$ cat config.mk
export PLATFORM = sky130hd
export DESIGN_NAME = int_to_decimal_ascii_unit
export DESIGN_NICKNAME = d
export VERILOG_FILES = /design/src/sv/itda_pkg.sv /design/src/sv/int_to_decimal_ascii_unit.sv
export SDC_FILE = /design/constraint.sdc
export NUM_CORES = 1
export LEC_CHECK = 0
export BUFFER_PORTS_ARGS = -buffer_cell sky130_fd_sc_hd__buf_4
export CAP_MARGIN = 20
export CELL_PAD_IN_SITES_DETAIL_PLACEMENT = 1
export CELL_PAD_IN_SITES_GLOBAL_PLACEMENT = 1
export CORE_UTILIZATION = 40
export DETAILED_ROUTE_END_ITERATION = 16
export MAX_ROUTING_LAYER = met4
export PLACE_DENSITY = 0.74
export SETUP_SLACK_MARGIN = 0.2
export SKIP_LAST_GASP = 1
export SYNTH_ARGS = -nofsm -noshare
export SYNTH_HDL_FRONTEND = slang
export SYNTH_SLANG_ARGS = --single-unit
export TNS_END_PERCENT = 20
$ cat constraint.sdc
create_clock -name clk -period 5.92 [get_ports clk]
set_input_delay 0.592 -clock clk [delete_from_list [all_inputs] [get_ports clk]]
set_output_delay 0.592 -clock clk [all_outputs]
set_load 0.01 [all_outputs]
$ cat src/sv/itda_pkg.sv
// ----------------------------------------------------------------------------
// itda_pkg
// Shared types and character codes for the integer to decimal text unit.
// ----------------------------------------------------------------------------
package itda_pkg;

  typedef logic [3:0] digit_t;
  typedef logic [5:0] char_t;

  localparam char_t CHAR_MINUS = 6'd45;
  localparam char_t CHAR_ZERO  = 6'd48;
  localparam digit_t DIGIT_MAX = 4'd9;
  localparam digit_t DIGIT_ADJ_MIN = 4'd5;
  localparam digit_t DIGIT_ADJ = 4'd3;

endpackage

$ cat src/sv/int_to_decimal_ascii_unit.sv
// ----------------------------------------------------------------------------
// int_to_decimal_ascii_unit
// Formats a signed integer as decimal ASCII text, one character per transfer.
// ----------------------------------------------------------------------------
// Sequence: a load, then double-dabble conversion of the magnitude (one bit per cycle),
// a leading-zero skip, an optional minus sign, then one character per cycle while the
// output is not stalled. A new number is accepted only when the unit is idle again,
// once the last character of the number before it has been issued to the output.
// Reset: synchronous, clears the sequencer and the output valid flag.
module int_to_decimal_ascii_unit
  import itda_pkg::*;
#(
  parameter int VALUE_BITS = 32,
  parameter int MAX_DIGITS = 10
) (
  input  logic                         clk,
  input  logic                         rst,
  input  logic                         value_valid,
  output logic                         value_ready,
  input  logic signed [VALUE_BITS-1:0] value,
  output logic                         char_valid,
  input  logic                         char_ready,
  output logic [5:0]                   character,
  output logic                         last
);

  localparam int BCD_W = 4 * MAX_DIGITS;
  localparam int CNT_W = $clog2(VALUE_BITS + 1);
  localparam int REM_W = $clog2(MAX_DIGITS + 1);

  localparam logic [2:0] ST_IDLE = 3'd0;
  localparam logic [2:0] ST_CONV = 3'd1;
  localparam logic [2:0] ST_SKIP = 3'd2;
  localparam logic [2:0] ST_SIGN = 3'd3;
  localparam logic [2:0] ST_EMIT = 3'd4;

  logic [2:0]            state;
  logic [VALUE_BITS-1:0] mag;
  logic [BCD_W-1:0]      bcd;
  logic [BCD_W-1:0]      bcd_adj;
  logic [CNT_W-1:0]      bit_cnt;
  logic [REM_W-1:0]      remaining;
  logic                  neg;
  logic                  ovf;
  logic                  slot_free;
  digit_t                top_digit;
  digit_t                emit_digit;

  always_comb begin
    for (int i = 0; i < MAX_DIGITS; i++) begin
      if (bcd[4*i +: 4] >= DIGIT_ADJ_MIN) begin
        bcd_adj[4*i +: 4] = bcd[4*i +: 4] + DIGIT_ADJ;
      end else begin
        bcd_adj[4*i +: 4] = bcd[4*i +: 4];
      end
    end
  end

  assign top_digit   = bcd[BCD_W-1 -: 4];
  assign emit_digit  = (top_digit > DIGIT_MAX) ? DIGIT_MAX : top_digit;
  assign slot_free   = !char_valid || char_ready;
  assign value_ready = (state == ST_IDLE);

  always_ff @(posedge clk) begin
    if (rst) begin
      state      <= ST_IDLE;
      char_valid <= 1'b0;
    end else begin
      if (char_valid && char_ready && state != ST_SIGN && state != ST_EMIT) begin
        char_valid <= 1'b0;
      end
      unique case (state)
        ST_IDLE: begin
          if (value_valid) begin
            neg       <= value[VALUE_BITS-1];
            mag       <= value[VALUE_BITS-1] ? (~value + 1'b1) : value;
            bcd       <= '0;
            ovf       <= 1'b0;
            bit_cnt   <= CNT_W'(VALUE_BITS);
            remaining <= REM_W'(MAX_DIGITS);
            state     <= ST_CONV;
          end
        end
        ST_CONV: begin
          bcd     <= {bcd_adj[BCD_W-2:0], mag[VALUE_BITS-1]};
          ovf     <= ovf | bcd_adj[BCD_W-1];
          mag     <= {mag[VALUE_BITS-2:0], 1'b0};
          bit_cnt <= bit_cnt - 1'b1;
          if (bit_cnt == CNT_W'(1)) begin
            state <= ST_SKIP;
          end
        end
        ST_SKIP: begin
          if (!ovf && remaining > REM_W'(1) && top_digit == '0) begin
            bcd       <= {bcd[BCD_W-5:0], 4'd0};
            remaining <= remaining - 1'b1;
          end else begin
            state <= neg ? ST_SIGN : ST_EMIT;
          end
        end
        ST_SIGN: begin
          if (slot_free) begin
            char_valid <= 1'b1;
            character  <= CHAR_MINUS;
            last       <= 1'b0;
            state      <= ST_EMIT;
          end
        end
        ST_EMIT: begin
          if (slot_free) begin
            char_valid <= 1'b1;
            character  <= CHAR_ZERO + {2'b00, emit_digit};
            last       <= (remaining == REM_W'(1));
            bcd        <= {bcd[BCD_W-5:0], 4'd0};
            remaining  <= remaining - 1'b1;
            if (remaining == REM_W'(1)) begin
              state <= ST_IDLE;
            end
          end
        end
        default: begin
          state <= ST_IDLE;
        end
      endcase
    end
  end

  a_load_starts_conv: assert property (@(posedge clk) disable iff (rst)
    value_valid && value_ready |=> state == ST_CONV && bit_cnt == CNT_W'(VALUE_BITS))
    else $error("conversion did not start with a full bit count");

  a_emit_has_digits: assert property (@(posedge clk) disable iff (rst)
    state == ST_EMIT |-> remaining != '0)
    else $error("emitting with no digits left");

  a_minus_not_last: assert property (@(posedge clk) disable iff (rst)
    char_valid && character == CHAR_MINUS |-> !last)
    else $error("minus sign flagged as the final character");

  a_overflow_keeps_all: assert property (@(posedge clk) disable iff (rst)
    state == ST_SKIP && ovf |-> remaining == REM_W'(MAX_DIGITS))
    else $error("leading digits skipped on an overflowed value");

endmodule

Word-level counts from Yosys, hierarchy flattened
Index checks and enable logic that the tools add are counted.
- add/subtract/negate cells: 14
- magnitude comparators: 12
- eq/ne operators: 15
- mux-type cells: 43
- bitwise logic cells: 3
- reduce and logical (&&, ||, !) cells: 21
- operators with widths (kind ; count):
    $pmux W40 S4 ; 1
    $mux W40 ; 3
    $mux W32 ; 2
    $pmux W32 S2 ; 1
    $mux W4 ; 14
    $add A4 B2 Y4 const B ; 10
    $ge A4 B3 Y1 const B ; 10
    $add A32 B1 Y32 const B ; 1
    $not A32 Y32 ; 1
    $pmux W6 S2 ; 2
    $mux W3 ; 7
    $mux W6 ; 3
    $pmux W3 S5 ; 1
    $ne A2 B2 Y1 const B ; 7
    $pmux W4 S3 ; 1
    $reduce_and A5 Y1 ; 2
    $add A5 B5 Y6 const A ; 1
    $eq A3 B2 Y1 const B ; 2
    $eq A6 B1 Y1 const B ; 1
    $mux W1 ; 6
    $reduce_and A3 Y1 ; 2
    $reduce_and A6 Y1 ; 1
    $sub A6 B1 Y6 const B ; 1
    $logic_and A1 B1 Y1 ; 5
    20 further kinds ; 23
- register bits: 95
- input bits: 36
- output and inout port bits: 9
- word-level logic and storage cells: 118

Logic depth before layout (Yosys ltp)
- word-level depth: 6
- gate-level depth with buffers: 8

Worst setup path before layout
No wires, ideal clock.
- path kind: input to register
- from: input char_ready
- to: register bcd[0] (enable)
- setup time: 0.451 ns
- data arrival time: 3.152 ns
- setup slack: 2.318 ns
- stages on the path: 5
- buffers on the path: 0
- cell sequence: and3b_1 > or2_2 > nor2_1 > o21bai_1 > a21oi_1
- word-level cells in the longest chain between the ends: 3
- ends and longest elaborated chain (item ; line ; RTL):
    start, declared ; int_to_decimal_ascii_unit.sv:22 ; input logic char_ready,
    $logic_or A1 B1 Y1 ; int_to_decimal_ascii_unit.sv:61 ; assign slot_free = !char_valid || char_ready;
    $ne A2 B2 Y1 (no source line) ; - ;
    $reduce_and A5 Y1 (no source line) ; - ;
    end signal, assigned ; int_to_decimal_ascii_unit.sv:85 ; bcd <= {bcd_adj[BCD_W-2:0], mag[VALUE_BITS-1]};
    end signal, assigned ; int_to_decimal_ascii_unit.sv:95 ; bcd <= {bcd[BCD_W-5:0], 4'd0};
    end signal, assigned ; int_to_decimal_ascii_unit.sv:114 ; bcd <= {bcd[BCD_W-5:0], 4'd0};
    end, declared ; int_to_decimal_ascii_unit.sv:39 ; logic [BCD_W-1:0] bcd;
No other way between the ends.
A chain may end at the register's enable or synchronous reset.

Worst setup path in the final report
- from: register bcd[36]
- to: register bcd[16] (enable)
- word-level cells in the longest chain between the ends: 4
- ends and longest elaborated chain (item ; line ; RTL):
    $logic_not A4 Y1 ; int_to_decimal_ascii_unit.sv:94 ; if (!ovf && remaining > REM_W'(1) && top_digit == '0) begin
    $logic_and A1 B1 Y1 ; int_to_decimal_ascii_unit.sv:94 ;
    $ne A2 B2 Y1 (no source line) ; - ;
    $reduce_and A5 Y1 (no source line) ; - ;
No other way between the ends.

==> out/results.tsv <==
stage	metric	value	unit
outcome	status	complete, no violations	
synthesis	yosysWarnings	0	
floorplan	placement_rows	43	
cts	cts.path.max_buffers	2	
synthesis	sequential_to_total_area_share_from_yosys_stat	48.9	%
synthesis	synth-edff-count	90	
detailed_routing	post_drt_wl_per_cell	15.5	um
placed_design	finalWeightedCongestion	0.753	
placed_design	detailedPlacementHpwl	8380	um
layout	final-seq-area	2780	um^2
layout	post_route_cells_drive_above_1_share	13.2	%
synthesis	unique_cell_type_count_in_the_yosys_netlist	53	
worst_setup_path	critPathArrivalTime	2.49	ns
grt	gr-total-overflow	0	
power_and_ir_drop	irDropWorstVdd	0.164	mV
detailed_routing	final_antenna_net_count	0	
floorplan	initial_utilization	41.0	%
cts	cts-buffers-inserted	9	
cts	cts-htree-levels	3	
placed_design	io_buffer_count	43	
power_and_ir_drop	leakage_power	0.00237	uW
sta	rsz0062_at_grt	false	
layout	nFillCells	1544	
placed_design	dp_cells	772	
layout	syn2layout_area_growth	14.5	%
cts	cts_sinks	94	
cts	clockRootBuffer	sky130_fd_sc_hd__clkbuf_16	
detailed_routing	detailedRoute.firstPassIterationCount	4	
sta	timing.setup.tns	0	ns
layout	multi_input_area	2710	um^2
worst_setup_path	worst-setup-path-type	reg2reg	
sta	tightest_slew	0.840	ns
grt	globalRouteTotalUtil	18.2	%
synthesis	netlist.top_cell.by_area	sky130_fd_sc_hd__edfxtp_1	
sta	final.setup_skew	0.00787	ns
layout	final_util	46.9	%
floorplan	design.die.area	14700	um^2
synthesis	synth_ff_type	sky130_fd_sc_hd__edfxtp_1	
worst_setup_path	critical_path.endpoint_type	flop	
grt	antenna_found_initial	0	
layout	finalNonFillerCells	788	
grt	grt_first_pass_wirelength	20400	um
floorplan	dieHeight	121	um
synthesis	avgSynthCellArea	10.0	um^2
grt	largest_net_degree_at_the_start_of_global_routing	64	
sta	layout_worst_path_cycle_share	42.2	%
synthesis	synth_fp_nets	630	
floorplan	core_area	13900	um^2
synthesis	yosysTopAreaCellShare	47.5	%
cts	tritoncts	yes	
power_and_ir_drop	p_total	2600	uW
sta	achievable-frequency	401	MHz
sta	tightest_hold_margin	0.505	ns
synthesis	synth_common_cells	sky130_fd_sc_hd__edfxtp_1, sky130_fd_sc_hd__nand2_1, sky130_fd_sc_hd__o21ai_0, sky130_fd_sc_hd__a21oi_1	
sta	finalMaxSlewViolations	0	
floorplan	die_w	121	um
layout	antenna-diode-count	0	
floorplan	io-pin-count	45	
sta	slew_headroom	43.5	%
detailed_routing	routed-via-count	4241	
power_and_ir_drop	cellPowerDensity	399	nW/um^2
synthesis	async_flop_share	0	%
worst_setup_path	critPathMaxFanout	40	
cts	worst_setup_hold_path_clk_slew	0.07	ns
sta	setup_viol_count_final	0	
grt	grt_pass1_vias	4303	
worst_hold_path	min_path_type	in2reg	
detailed_routing	detail_route.drc_violations	0	
sta	layout_min_cycle_time	2.50	ns
layout	finalNetCount	665	
synthesis	post_synth_inst_count	568	
cts	cts.hold.buffers_added	0	
sta	final_hold_viol_count	0	
cts	post-cts-setup-buffers	0	
worst_setup_path	cp.required	5.91	ns
cts	clock_latency	0.36	ns
synthesis	summed_instance_area_of_the_synthesized_netlist	5690	um^2
synthesis	ys_top_cells_by_area	sky130_fd_sc_hd__edfxtp_1, sky130_fd_sc_hd__xor2_1, sky130_fd_sc_hd__ha_1	
synthesis	postSynthRegisterBits	94	
cts	cts.repair.resized	0	
flow_run	maxCapViolCount	0	
worst_setup_path	cp-start-kind	flop	
detailed_routing	post_drt_via_cell_ratio	5.38	
detailed_routing	dr.first_iter.drc_count	213	
synthesis	synthMostInstantiatedCell	sky130_fd_sc_hd__edfxtp_1	
detailed_routing	wl	12200	um
[through the flow]
step,cell area [um^2],setup slack (ns)
floorplan,5690,2.32
global placement,6190,3.30
detailed placement,6190,3.16
CTS,6510,3.43
global route,6510,3.28
finish,6510,3.42
[report_power, final]
group / total, uW / switching, uW / internal [uW]
registers: 1130 / 134 / 991
logic: 834 / 522 / 312
clock network: 637 / 265 / 372
[layout make-up]
type	instances	share of cell area (%)
Timing Repair Buffer	48	5.54
Clock buffer	9	3.46
Tap cell	180	3.46
Clock inverter	7	1.50
Sequential cell	94	42.8
Inverter	30	1.73
Multi-Input combinational cell	420	41.6
[worst max-delay path, cell delays in order, from the launching register on]
cell and delay [ns]:
sky130_fd_sc_hd__edfxtp_1 0.43, sky130_fd_sc_hd__inv_1 0.17, sky130_fd_sc_hd__ha_1 0.17, sky130_fd_sc_hd__nor4b_1 0.33, sky130_fd_sc_hd__o2111ai_1 0.33, sky130_fd_sc_hd__a21oi_4 0.22
sky130_fd_sc_hd__buf_4 0.47
[cells by family after synthesis]
| family | after synthesis | synth area share (%) |
|---|---|---|
| compound gates | 154 | 15.8 |
| xor+xnor | 52 | 8.01 |
| fa+ha+maj | 26 | 5.72 |
| buf+inv | 54 | 4.09 |
| flops | 94 | 48.9 |
| mux | 1 | 0.176 |
| other cells | 1 | 0.0660 |
| simple gates | 186 | 17.2 |
[metal layers]
layer / global-route usage [%] / vias up / part of all wire (%)
met3: 2.73 / 15 / 2.2
met2: 29.8 / 56 / 48
li1: - / 2102 / -
met4: 8.02 / 0 / 1.8
met5: - / - / 0
met1: 22.4 / 2068 / 48
[sequential cells by signal (all words and copies together) (netlist names)]
name,count
state,3
remaining,4
last,1
neg,1
bcd,40
character,5
mag,32
bit_cnt,6
char_valid,1
ovf,1
[worst paths after layout]
kind / start / slack (ns) / to / cells after the start
max: bcd[36] / 3.42 / bcd[16] / 6
min: rst / 0.51 / state[2] / 2
max reg2reg: bcd[36] / 3.42 / bcd[16] / 6
min reg2reg: mag[30] / 0.52 / mag[31] / 2
[cells in the final DEF (no fill, tap or decap), drive strengths merged, types with 3 or more instances in the layout]
cell type / Yosys / routed
edfxtp: 90 / 90
ha: 26 / 26
nand2b: 15 / 15
clkbuf: 18 / 9
or4: 4 / 4
nand4b: 3 / 3
and2: 4 / 4
buf: 6 / 48
xor2: 38 / 38
xnor2: 14 / 14
o31ai: 20 / 20
a22o: 6 / 6
a21oi: 44 / 44
nand2: 78 / 78
inv: 30 / 31
nor2: 38 / 38
nor2b: 4 / 4
or3: 4 / 4
dfxtp: 4 / 4
nor3: 8 / 8
o41ai: 6 / 6
o21ai: 72 / 72
nor3b: 13 / 13
nor4: 4 / 4
No activity file was read; power rests on OpenSTA's default activity.
